`src/hw/rtl/i2cseq_pkg.sv`:
```
package i2cseq_pkg;

  // Default transmit/receive store depth
  localparam int BUF_DEPTH_DEFAULT = 16;

  // Most receive-complete results given for one read
  localparam int MAX_REPORT = 16;

  // Read bit OR-ed into the shifted slave address
  localparam logic [7:0] ADDR_READ_BIT = 8'h01;

  typedef enum logic [1:0] {
    CMD_LOAD  = 2'd0,
    CMD_WRITE = 2'd1,
    CMD_READ  = 2'd2,
    CMD_EVENT = 2'd3
  } cmd_code_t;

  typedef enum logic [2:0] {
    ACT_NONE    = 3'd0,
    ACT_START   = 3'd1,
    ACT_SEND    = 3'd2,
    ACT_RESTART = 3'd3,
    ACT_RECEIVE = 3'd4,
    ACT_ACK     = 3'd5,
    ACT_STOP    = 3'd6
  } action_t;

  typedef enum logic [1:0] {
    REP_NONE     = 2'd0,
    REP_SENT     = 2'd1,
    REP_RECEIVED = 2'd2
  } report_t;

  typedef enum logic [3:0] {
    PH_IDLE    = 4'd0,
    PH_START   = 4'd1,
    PH_WADDR   = 4'd2,
    PH_DATA    = 4'd3,
    PH_RESTART = 4'd4,
    PH_RADDR   = 4'd5,
    PH_RESP    = 4'd6,
    PH_ACK     = 4'd7,
    PH_NACK    = 4'd8,
    PH_STOP    = 4'd9
  } phase_t;

  typedef enum logic [1:0] {
    DIR_IDLE  = 2'd0,
    DIR_WRITE = 2'd1,
    DIR_READ  = 2'd2
  } dir_t;

  // Controller to datapath
  typedef struct packed {
    logic latch;    // capture the input transfer
    logic rd_en;    // read the byte store
    logic rd_burst; // read address comes from the report index
    logic step;     // apply one input item
    logic bstep;    // give the next receive-complete result
    logic out_load; // load the output register
  } dp_cmd_t;

  // Datapath to controller
  typedef struct packed {
    logic has_result; // current step gives a result
    logic burst_go;   // current step opens a multi-result report
    logic burst_last; // current report result is the final one
  } dp_sts_t;

  // One result item
  typedef struct packed {
    action_t    action;
    logic [7:0] tx_byte;
    logic       ack_bit;
    report_t    report;
    logic [7:0] rx_byte;
    logic [4:0] rx_count;
    logic       busy;
    logic       last;
  } res_t;

endpackage

```
`src/hw/rtl/i2cseq_ctrl.sv`:
```
module i2cseq_ctrl (
  input  logic               clk,
  input  logic               rst,
  input  logic               in_valid,
  output logic               in_ready,
  output logic               out_valid,
  input  logic               out_ready,
  output i2cseq_pkg::dp_cmd_t cmd,
  input  i2cseq_pkg::dp_sts_t sts
);
  import i2cseq_pkg::*;

  typedef enum logic [2:0] {
    ST_IDLE,
    ST_READ,
    ST_EXEC,
    ST_BREAD,
    ST_BEXEC
  } state_t;

  state_t state;
  state_t state_next;
  logic   slot_free;

  // Output register can take a new result this cycle
  assign slot_free = !out_valid || out_ready;
  assign in_ready  = (state == ST_IDLE);

  // Command decode and next state
  always_comb begin
    cmd        = '0;
    state_next = state;
    case (state)
      ST_IDLE: begin
        if (in_valid) begin
          cmd.latch  = 1'b1;
          state_next = ST_READ;
        end
      end
      ST_READ: begin
        cmd.rd_en  = 1'b1;
        state_next = ST_EXEC;
      end
      ST_EXEC: begin
        if (!sts.has_result || slot_free) begin
          cmd.step     = 1'b1;
          cmd.out_load = sts.has_result;
          state_next   = sts.burst_go ? ST_BREAD : ST_IDLE;
        end
      end
      ST_BREAD: begin
        cmd.rd_en    = 1'b1;
        cmd.rd_burst = 1'b1;
        state_next   = ST_BEXEC;
      end
      ST_BEXEC: begin
        if (slot_free) begin
          cmd.bstep    = 1'b1;
          cmd.out_load = 1'b1;
          state_next   = sts.burst_last ? ST_IDLE : ST_BREAD;
        end
      end
      default: begin
        state_next = ST_IDLE;
      end
    endcase
  end

  // State and output valid
  always_ff @(posedge clk) begin
    if (rst) begin
      state     <= ST_IDLE;
      out_valid <= 1'b0;
    end else begin
      state <= state_next;
      if (cmd.out_load) begin
        out_valid <= 1'b1;
      end else if (out_ready) begin
        out_valid <= 1'b0;
      end
    end
  end

endmodule

```
`src/hw/rtl/i2cseq_dp.sv`:
```
module i2cseq_dp #(
  parameter int BUF_DEPTH = i2cseq_pkg::BUF_DEPTH_DEFAULT
) (
  input  logic                clk,
  input  logic                rst,
  input  i2cseq_pkg::dp_cmd_t cmd,
  output i2cseq_pkg::dp_sts_t sts,
  input  logic [1:0]          in_command,
  input  logic [3:0]          in_byte_index,
  input  logic [7:0]          in_data_byte,
  input  logic                in_ack_status,
  input  logic [4:0]          in_length,
  input  logic [6:0]          in_slave_addr,
  input  logic [7:0]          in_reg_addr,
  output i2cseq_pkg::res_t    res
);
  import i2cseq_pkg::*;

  localparam int AW = (BUF_DEPTH > 1) ? $clog2(BUF_DEPTH) : 1;

  // Captured input item
  cmd_code_t  cmd_code;
  logic [3:0] byte_index;
  logic [7:0] data_byte;
  logic       ack_status;
  logic [4:0] length;
  logic [6:0] slave_addr;
  logic [7:0] reg_addr;

  // Transaction state
  phase_t     phase;
  dir_t       direction;
  logic [4:0] count_target;
  logic [4:0] position;
  logic [7:0] shifted_address;
  logic [7:0] register_byte;
  logic       busy_flag;

  // Report burst
  logic [3:0] bidx;
  logic [4:0] blim;
  logic [4:0] bcnt;

  // Byte store
  logic [7:0] mem [BUF_DEPTH];
  logic [4:0] rd_addr;
  logic [7:0] rd_data;
  logic       rd_ok;
  logic [7:0] store_val;
  logic       wr_en;
  logic [4:0] wr_addr;
  logic [7:0] wr_data;

  // Step results
  phase_t     phase_next;
  dir_t       direction_next;
  logic [4:0] count_target_next;
  logic [4:0] position_next;
  logic [7:0] shifted_address_next;
  logic [7:0] register_byte_next;
  logic       busy_flag_next;
  logic       has_result;
  logic       burst_go;
  logic       burst_last;
  logic [4:0] lim;
  logic [4:0] pos_inc;
  res_t       step_res;
  res_t       burst_res;

  // Input capture
  always_ff @(posedge clk) begin
    if (cmd.latch) begin
      cmd_code   <= cmd_code_t'(in_command);
      byte_index <= in_byte_index;
      data_byte  <= in_data_byte;
      ack_status <= in_ack_status;
      length     <= in_length;
      slave_addr <= in_slave_addr;
      reg_addr   <= in_reg_addr;
    end
  end

  assign pos_inc = position + 5'd1;
  assign lim     = (int'(position) < MAX_REPORT) ? position : 5'(MAX_REPORT);

  // Store read address for the next step
  always_comb begin
    if (cmd.rd_burst) begin
      rd_addr = {1'b0, bidx};
    end else if (phase == PH_DATA) begin
      rd_addr = pos_inc;
    end else if (phase == PH_STOP) begin
      rd_addr = 5'd0;
    end else begin
      rd_addr = position;
    end
  end

  // Store: one write port, one registered read port
  always_ff @(posedge clk) begin
    if (wr_en) begin
      mem[AW'(wr_addr)] <= wr_data;
    end
    if (cmd.rd_en) begin
      rd_ok   <= int'(rd_addr) < BUF_DEPTH;
      rd_data <= mem[AW'(rd_addr)];
    end
  end

  assign store_val = rd_ok ? rd_data : 8'h00;

  // Store writes: transmit load or received byte
  always_comb begin
    wr_en   = 1'b0;
    wr_addr = position;
    wr_data = data_byte;
    if (cmd.step) begin
      if (cmd_code == CMD_LOAD) begin
        wr_addr = {1'b0, byte_index};
        wr_en   = int'(byte_index) < BUF_DEPTH;
      end else if (cmd_code == CMD_EVENT && phase == PH_RESP) begin
        wr_en = int'(position) < BUF_DEPTH;
      end
    end
  end

  // One item applied to the transaction state
  always_comb begin
    phase_next           = phase;
    direction_next       = direction;
    count_target_next    = count_target;
    position_next        = position;
    shifted_address_next = shifted_address;
    register_byte_next   = register_byte;
    busy_flag_next       = busy_flag;
    burst_go             = 1'b0;
    step_res             = '0;
    step_res.last        = 1'b1;
    has_result           = 1'b0;
    case (cmd_code)
      CMD_LOAD: begin
      end
      CMD_WRITE, CMD_READ: begin
        direction_next = (cmd_code == CMD_WRITE) ? DIR_WRITE : DIR_READ;
        if (cmd_code == CMD_READ) begin
          busy_flag_next     = 1'b1;
          register_byte_next = reg_addr;
        end
        count_target_next    = length;
        position_next        = 5'd0;
        shifted_address_next = {slave_addr, 1'b0};
        phase_next           = PH_START;
        has_result           = 1'b1;
        step_res.action      = ACT_START;
      end
      default: begin
        case (phase)
          PH_START: begin
            has_result       = 1'b1;
            step_res.action  = ACT_SEND;
            step_res.tx_byte = shifted_address;
            phase_next       = PH_WADDR;
          end
          PH_WADDR: begin
            if (!ack_status) begin
              if (direction == DIR_WRITE) begin
                has_result       = 1'b1;
                step_res.action  = ACT_SEND;
                step_res.tx_byte = store_val;
              end else if (direction == DIR_READ) begin
                has_result       = 1'b1;
                step_res.action  = ACT_SEND;
                step_res.tx_byte = register_byte;
              end
              phase_next = PH_DATA;
            end
          end
          PH_DATA: begin
            if (!ack_status) begin
              if (direction == DIR_WRITE) begin
                position_next = pos_inc;
                has_result    = 1'b1;
                if (pos_inc < count_target) begin
                  step_res.action  = ACT_SEND;
                  step_res.tx_byte = store_val;
                end else begin
                  step_res.action = ACT_STOP;
                  phase_next      = PH_STOP;
                end
              end else if (direction == DIR_READ) begin
                has_result      = 1'b1;
                step_res.action = ACT_RESTART;
                phase_next      = PH_RESTART;
              end
            end
          end
          PH_RESTART: begin
            has_result       = 1'b1;
            step_res.action  = ACT_SEND;
            step_res.tx_byte = shifted_address | ADDR_READ_BIT;
            phase_next       = PH_RADDR;
          end
          PH_RADDR: begin
            if (!ack_status) begin
              has_result      = 1'b1;
              step_res.action = ACT_RECEIVE;
              phase_next      = PH_RESP;
            end
          end
          PH_RESP: begin
            position_next   = pos_inc;
            has_result      = 1'b1;
            step_res.action = ACT_ACK;
            if (pos_inc < count_target) begin
              phase_next = PH_ACK;
            end else begin
              step_res.ack_bit = 1'b1;
              phase_next       = PH_NACK;
            end
          end
          PH_ACK: begin
            has_result      = 1'b1;
            step_res.action = ACT_RECEIVE;
            phase_next      = PH_RESP;
          end
          PH_NACK: begin
            has_result      = 1'b1;
            step_res.action = ACT_STOP;
            phase_next      = PH_STOP;
          end
          PH_STOP: begin
            if (direction == DIR_WRITE) begin
              has_result      = 1'b1;
              step_res.report = REP_SENT;
            end else if (direction == DIR_READ) begin
              // first receive-complete result; the rest follow as a burst
              has_result        = (lim != 5'd0);
              burst_go          = (lim > 5'd1);
              step_res.report   = REP_RECEIVED;
              step_res.rx_byte  = store_val;
              step_res.rx_count = position;
              step_res.last     = (lim == 5'd1);
            end
            busy_flag_next = 1'b0;
            direction_next = DIR_IDLE;
            phase_next     = PH_IDLE;
          end
          default: begin
          end
        endcase
      end
    endcase
    step_res.busy = busy_flag_next;
  end

  assign burst_last = ({1'b0, bidx} == blim - 5'd1);

  // Status to the controller
  assign sts = '{has_result: has_result, burst_go: burst_go, burst_last: burst_last};

  // Later receive-complete results
  always_comb begin
    burst_res          = '0;
    burst_res.report   = REP_RECEIVED;
    burst_res.rx_byte  = store_val;
    burst_res.rx_count = bcnt;
    burst_res.busy     = busy_flag;
    burst_res.last     = burst_last;
  end

  // Transaction registers
  always_ff @(posedge clk) begin
    if (rst) begin
      phase           <= PH_IDLE;
      direction       <= DIR_IDLE;
      count_target    <= '0;
      position        <= '0;
      shifted_address <= '0;
      register_byte   <= '0;
      busy_flag       <= 1'b0;
      bidx            <= '0;
      blim            <= '0;
      bcnt            <= '0;
    end else begin
      if (cmd.step) begin
        phase           <= phase_next;
        direction       <= direction_next;
        count_target    <= count_target_next;
        position        <= position_next;
        shifted_address <= shifted_address_next;
        register_byte   <= register_byte_next;
        busy_flag       <= busy_flag_next;
        if (burst_go) begin
          bidx <= 4'd1;
          blim <= lim;
          bcnt <= position;
        end
      end else if (cmd.bstep) begin
        bidx <= bidx + 4'd1;
      end
    end
  end

  // Output register payload
  always_ff @(posedge clk) begin
    if (cmd.out_load) begin
      res <= cmd.bstep ? burst_res : step_res;
    end
  end

endmodule

```
`src/hw/rtl/i2c_master_transaction_sequencer.sv`:
```
// Byte-level I2C master sequencer. Each input transfer is one command: load a
// transmit byte into the store, start a write, start a read, or report that
// the previous bus action finished (with the received byte and the slave ACK).
// The block answers with the next bus action to perform. Items pass through
// capture, store read and update; a new command is taken after the update.
// With one store read port, each of the up to 16 receive-complete results of a
// read needs a store read. Results wait in an output register, so the next
// command is accepted while a result is still pending. A slave NACK where an
// acknowledge is checked yields no result and leaves the transaction where it
// is; a new start replaces any transaction in progress. The byte store is not
// cleared at reset: entries never written read back as unknown data.
module i2c_master_transaction_sequencer #(
  parameter int BUF_DEPTH = i2cseq_pkg::BUF_DEPTH_DEFAULT
) (
  input  logic        clk,
  input  logic        rst,
  input  logic        s_axis_tvalid,
  output logic        s_axis_tready,
  // byte_index[3:0], data_byte[11:4], ack_status[12], length[17:13],
  // slave_addr[24:18], reg_addr[32:25], zero fill[39:33]
  input  logic [39:0] s_axis_tdata,
  // command[1:0]
  input  logic [1:0]  s_axis_tuser,
  output logic        m_axis_tvalid,
  input  logic        m_axis_tready,
  // tx_byte[7:0], ack_bit[8], rx_byte[16:9], rx_count[21:17], busy_res[22],
  // zero fill[23]
  output logic [23:0] m_axis_tdata,
  // bus_action[2:0], report[4:3]
  output logic [4:0]  m_axis_tuser,
  output logic        m_axis_tlast
);
  import i2cseq_pkg::*;

  dp_cmd_t cmd;
  dp_sts_t sts;
  res_t    res;

  i2cseq_ctrl u_ctrl (
    .clk       (clk),
    .rst       (rst),
    .in_valid  (s_axis_tvalid),
    .in_ready  (s_axis_tready),
    .out_valid (m_axis_tvalid),
    .out_ready (m_axis_tready),
    .cmd       (cmd),
    .sts       (sts)
  );

  i2cseq_dp #(
    .BUF_DEPTH (BUF_DEPTH)
  ) u_dp (
    .clk           (clk),
    .rst           (rst),
    .cmd           (cmd),
    .sts           (sts),
    .in_command    (s_axis_tuser),
    .in_byte_index (s_axis_tdata[3:0]),
    .in_data_byte  (s_axis_tdata[11:4]),
    .in_ack_status (s_axis_tdata[12]),
    .in_length     (s_axis_tdata[17:13]),
    .in_slave_addr (s_axis_tdata[24:18]),
    .in_reg_addr   (s_axis_tdata[32:25]),
    .res           (res)
  );

  // Result packing
  assign m_axis_tdata = {1'b0, res.busy, res.rx_count, res.rx_byte, res.ack_bit, res.tx_byte};
  assign m_axis_tuser = {res.report, res.action};
  assign m_axis_tlast = res.last;

endmodule
```
`config.mk`:
```
export PLATFORM = sky130hd
export DESIGN_NAME = i2c_master_transaction_sequencer
export DESIGN_NICKNAME = d
export VERILOG_FILES = /design/src/hw/rtl/i2cseq_pkg.sv /design/src/hw/rtl/i2cseq_ctrl.sv /design/src/hw/rtl/i2cseq_dp.sv /design/src/hw/rtl/i2c_master_transaction_sequencer.sv
export SDC_FILE = /design/constraint.sdc
export NUM_CORES = 1
export LEC_CHECK = 0
export BUFFER_PORTS_ARGS = -buffer_cell sky130_fd_sc_hd__buf_2
export CORE_UTILIZATION = 39
export DETAILED_ROUTE_END_ITERATION = 10
export PLACE_DENSITY_LB_ADDON = 0.15
export SLEW_MARGIN = 5
export SYNTH_ARGS = -nofsm -noshare
export SYNTH_HDL_FRONTEND = slang
export SYNTH_SLANG_ARGS = --single-unit
```
`constraint.sdc`:
```
create_clock -name clk -period 4.12 [get_ports clk]
set_input_delay 0.824 -clock clk [delete_from_list [all_inputs] [get_ports clk]]
set_output_delay 0.824 -clock clk [all_outputs]
set_load 0.05 [all_outputs]
```
==> results.ini, run 1 <==
[cells_and_area]
diodes=0
layout-drive-gt1-share=0.156
most-common-layout-cells=edfxtp_1, nand2_1, a21oi_1
layout_commonest_cell=edfxtp_1
fin_nets=1085
stdcell_count=1423
fin_area_um2=12700
fin_util=0.457
area_growth_pct=15.1

[critical_path]
worst_ep_required_time_ns=4.54
critical_path.max_fanout=11
worst_setup_path_end_kind=flip-flop
start_kind=flip-flop
worstSetupPathType=flip-flop to flip-flop
reg2regPathDepth=11
cp.arrival_ns=3.69
r2r_start=u_dp.position[1]$_SDFFE_PP0P_
reg2reg_slack_ns=0.85
cp-startpoint=u_dp.position[1]$_SDFFE_PP0P_
rr_endpoint=u_dp.phase[3]$_SDFFE_PP0P_

[global_route]
grt.total_usage=0.183
grt_pass1_vias=7007
grt_overflow=0
grt_pass1_wl_um=40800
grt_max_degree=39
antenna_found_initial=0

[timing]
maxSlewHeadroom=0.304
fin_crit_sh=0.794
fmax_mhz=306
fin_setup_tns_ns=0
fin_hold_ws_ns=0.451
finalSetupViolCount=0
slew_viol_final=0
rsz0062_at_grt=no
skew_ns=0.0138
setup_ws_ns=0.849
hold_viol=0
fin_crit_ns=3.27
tightest_slew_ns=1.04

[placed_design]
dp_hpwl_um=17200
dp_cells=1375
pre_cts_ws_ns=0.831
dpl_cell_area_um2=11800
port_buffers=69
gp_congestion=0.878

[clock_tree]
path_clk_slew_ns=0.06
cts_buffers=27
cts_hold_buffers=0
post_cts_resized=0
cts_root_buf=clkbuf_16
clk_path_buf_depth=3
cts-htree-levels=1
worstSkewPairLatency_ns=0.53
cts_setup_buffers=0
clock_sinks=250
cts_tree=built

[die]
core-area_um2=27800
ios=78
rows=61
die-area_um2=29000
start_util=0.397
die_w_um=170
die_h_um=170

[synth]
syn_area_per_cell_um2=11.6
synthCells=951
async_reset_ff_frac=0
syn_area_um2=11000
synthFlopType=edfxtp_1
synth_edf_count=201
ys_seq_area_frac=0.636
synth_nets=1010
yosys_warnings=0
ys_types=75
synth_seq_cells=250

[route]
ant_nets=0
wire_per_inst_um=18.5
drt_iter0_markers=551
drtPass1Iterations=5
drc=0
via_count=7480
wirelength_um=26300
via_per_inst=5.26

[hold_path]
whs_endpoint=u_dp.bcnt[1]$_SDFFE_PP0P_
holdPathStages=2
min_path_type=flip-flop to flip-flop
holdCritStartpoint=u_dp.bcnt[1]$_SDFFE_PP0P_

[run_status]
status=completed

[pwr]
leakage_nw=4.62
vdd_drop_max_mv=0.458
power_mw=5.89
p_per_area_nw_per_um2=464

[run]
drv_cap=0

[critical path: stages (launching register included)]
cell	delay [ns]
dfxtp_1	0.61
ha_1	0.37
nand3_1	0.12
xor2_1	0.31
inv_1	0.08
ha_1	0.30
nand2_1	0.06
o21ai_1	0.24
o2111ai_1	0.20
a311oi_4	0.47
o21ai_1	0.12
a32o_1	0.27
[flip-flops by register name, summed over array words and instances, names as in the netlist, 5 cells and up]
register and cells:
u_dp.slave_addr 7, u_dp.bcnt 5, u_dp.position 5, u_dp.register_byte 8, u_dp.mem 128, u_dp.reg_addr 8, u_dp.shifted_address 7, u_dp.length 5
u_dp.data_byte 8, u_dp.count_target 5, u_dp.res 29, u_dp.rd_data 8
[kinds of logic after synthesis]
logic type / after synthesis / synth area share
AOI/OAI and AO/OA: 204 / 0.128
xor gates and xnor gates: 9 / 0.00715
adders and majority gates: 13 / 0.0147
buffers and inverters: 80 / 0.0333
DFF: 250 / 0.636
muxes: 31 / 0.0284
other: 1 / 0.000340
and+or+nand+nor: 363 / 0.152
[worst max path at each step]
| stage | to | slack [ns] | depth (start not counted) |
|---|---|---|---|
| CTS | u_dp.rd_data[4]$_DFFE_PP_ | 0.80 | 9 |
| global placement | u_dp.rd_data[2]$_DFFE_PP_ | 0.83 | 8 |
| floorplan | u_dp.res[0]$_DFFE_PP_ | 0.82 | 9 |
| global route | u_dp.rd_data[4]$_DFFE_PP_ | 0.58 | 9 |
| finish | u_dp.phase[3]$_SDFFE_PP0P_ | 0.85 | 11 |
| detailed placement | u_dp.rd_data[7]$_DFFE_PP_ | 0.83 | 8 |
[synthesized netlist by cell type (all sizes together), types with 17 or more instances]
cell type | number | area (um^2)
edfxtp | 201 | 6040
nand2 | 145 | 549
a21oi | 91 | 467
nor2 | 81 | 314
nand3 | 62 | 315
dfxtp | 49 | 981
buf | 29 | 176
mux2i | 29 | 290
clkbuf | 28 | 105
o21ai | 25 | 125
inv | 22 | 82.6
a22oi | 17 | 128
[metal layers]
metal  share of wire  vias to the layer above  routed length, um  track usage
met2            0.48                      187              12700        0.303
met4           0.016                        0                432       0.0419
met5               0                        -                  0            0
met1            0.46                     3606              12000        0.255
li1                -                     3653                  -            -
met3           0.046                       34               1200       0.0251
[report_power, final]
part           leakage (nW)  internal, mW  switching [mW]
sequential             2.23          2.86          0.0862
clock                 0.420          1.40           0.966
combinational          1.97         0.173           0.403
total                  4.62          4.43            1.46
[cell type report]
cell class | instances | area [um^2]
multi-input combinational | 621 | 3660
clock buffer | 33 | 708
fill | 2693 | 15100
inverter | 23 | 86.3
clock inverter | 15 | 153
tap | 378 | 473
sequential | 250 | 7020
timing repair buffer | 103 | 601
Note: power is estimated with default switching activity, not from simulation.
==> run 2: changes to the inputs <==
==> constraint.sdc (replaced) <==
create_clock -name clk -period 2.79 [get_ports clk]
set_input_delay 0.558 -clock clk [delete_from_list [all_inputs] [get_ports clk]]
set_output_delay 0.558 -clock clk [all_outputs]
set_load 0.05 [all_outputs]
==> run 2 against run 1 <==
Against the previous run: global-route usage is 0.76 points higher; combinational power is 70% higher; routed wire length is 3.4% higher; via count is 3.6% higher; final cell count is 5.1% higher; register-to-register slack worse by 0.73 ns; largest power group unchanged; highest routed layer unchanged.
==> results.ini, run 2 (synthesized netlist as in run 1, its figures left out) <==
[cells_and_area]
most-common-layout-cells=edfxtp_1, nand2_1, buf_4
stdcell_count=1496
area_growth_pct=21.6
reg.largest.list=u_dp.mem (128), u_dp.res (29)
diodes=0
fin_util=0.483
largest_register=u_dp.mem
layout_commonest_cell=edfxtp_1
fin_nets=1159
fin_area_um2=13400
largest_reg_flops=128
layout-drive-gt1-share=0.228

[pwr]
p_sw_mw=2.20
p_int_mw=6.50
power_mw=8.69
vdd_drop_max_mv=0.507
pwr-share-comb=0.113
leakage_nw=5.00
pwr-share-clk=0.387
netSwitchingFraction=0.253
pwr-share-seq=0.500
p_per_area_nw_per_um2=648

[run_status]
status=completed

[route]
ant_nets=0
wirelength_um=27200
route.met2.wl_um=13100
wl_met3_um=1130
top_layer=met4
drtPass1Iterations=6
wire_per_inst_um=18.2
wl_met1_um=12300
drt_iter0_markers=597
via_count=7747
drc=0
via_per_inst=5.18

[placed_design]
dp_cells=1447
port_buffers=69
dp_hpwl_um=18800
gp_congestion=0.889
dpl_cell_area_um2=12500

[global_route]
grt_max_degree=38
antenna_found_initial=0
grt_pass1_vias=7680
grt_overflow=0
grt.total_usage=0.191
grt_pass1_wl_um=42600

[hold_path]
min_path_type=input pin to flip-flop
holdPathStages=1

[die]
die-area_um2=29000
die_h_um=170
rows=61
core-area_um2=27800
ios=78
start_util=0.397
die_w_um=170

[timing]
tightest_slew_ns=0.615
fin_setup_tns_ns=0
hold_viol=0
fmax_mhz=374
skew_ns=0.0128
finalSetupViolCount=0
fin_crit_ns=2.67
fin_crit_sh=0.958
rsz0062_at_grt=yes
maxSlewHeadroom=0.590
slew_viol_final=0

[critical_path]
path_delay_family=buffers and inverters
reg2regPathDepth=10
critical_path.max_fanout=8
start_kind=flip-flop
worst_setup_path_end_kind=flip-flop
path_cells=inv_1 -> ha_1 -> or2_2 -> o311a_4 -> o31ai_4 -> buf_4 -> nand3_1 -> buf_4 -> nor2_1 -> buf_4
worstSetupPathType=flip-flop to flip-flop
crit_path_max_incr_delay_ns=0.38
path_common_cell=buf_4
worst_ep_required_time_ns=3.03
cp_slowest_cell=o31ai_4
path_buf_inv=4
cp.arrival_ns=2.92
cp.depth=10

[clock_tree]
worstSkewPairLatency_ns=0.54
path_clk_slew_ns=0.06
clock_sinks=250
cts_buffers=28
cts-htree-levels=1
cts_root_buf=clkbuf_16
cts_tree=built
clk_path_buf_depth=3
cts_hold_buffers=0

[run]
drv_cap=0

## run 2: area by class of cell
type                            instances  area (um^2)
Sequential cell                       250         7020
Tap cell                              378          473
Multi-Input combinational cell        621         3750
Timing Repair Buffer                  176         1250
Fill cell                            2590        14400
Inverter                               23         86.3
Clock inverter                         14          110
Clock buffer                           34          723
## run 2: stage by stage
step                hold WS [ns]  setup WS [ns]
floorplan                  0.432        -0.0227
global placement           0.439        -0.0275
detailed placement         0.448        -0.0699
CTS                        0.169        0.00196
global route               0.169        -0.0183
finish                     0.190          0.117
## run 2: worst paths after layout
check,endpoint,slack (ns),from
hold reg to reg,u_dp.bcnt[3]$_SDFFE_PP0P_,0.45,u_dp.bcnt[3]$_SDFFE_PP0P_
setup reg to reg,u_dp.mem[0][5]$_DFFE_PP_,0.12,u_dp.direction[1]$_SDFFE_PP0P_
hold / removal,u_dp.data_byte[7]$_DFFE_PP_,0.19,s_axis_tdata[11]
setup / recovery,u_dp.mem[0][5]$_DFFE_PP_,0.12,u_dp.direction[1]$_SDFFE_PP0P_
## run 2: per-layer routing
metal / GRT usage / vias to the layer above
met5: 0 / -
met4: 0.0517 / 0
met3: 0.0256 / 44
met2: 0.323 / 184
met1: 0.257 / 3720
li1: - / 3799
## run 2: repair_timing
action,CTS,global route
endpoints found under the setup margin,52,122
pin swaps,0,1
buffers inserted,0,1
resized for setup,5,19
## run 2: power groups by stage
stage / Sequential, mW / Combinational (mW) / Clock [mW]
after detailed placement: 4.42 / 0.973 / 0
final: 4.34 / 0.982 / 3.37
after global routing: 4.36 / 1.07 / 3.61
after floorplan: 4.46 / 0.524 / 0
after global placement: 4.42 / 0.969 / 0
after CTS: 4.34 / 0.981 / 3.46
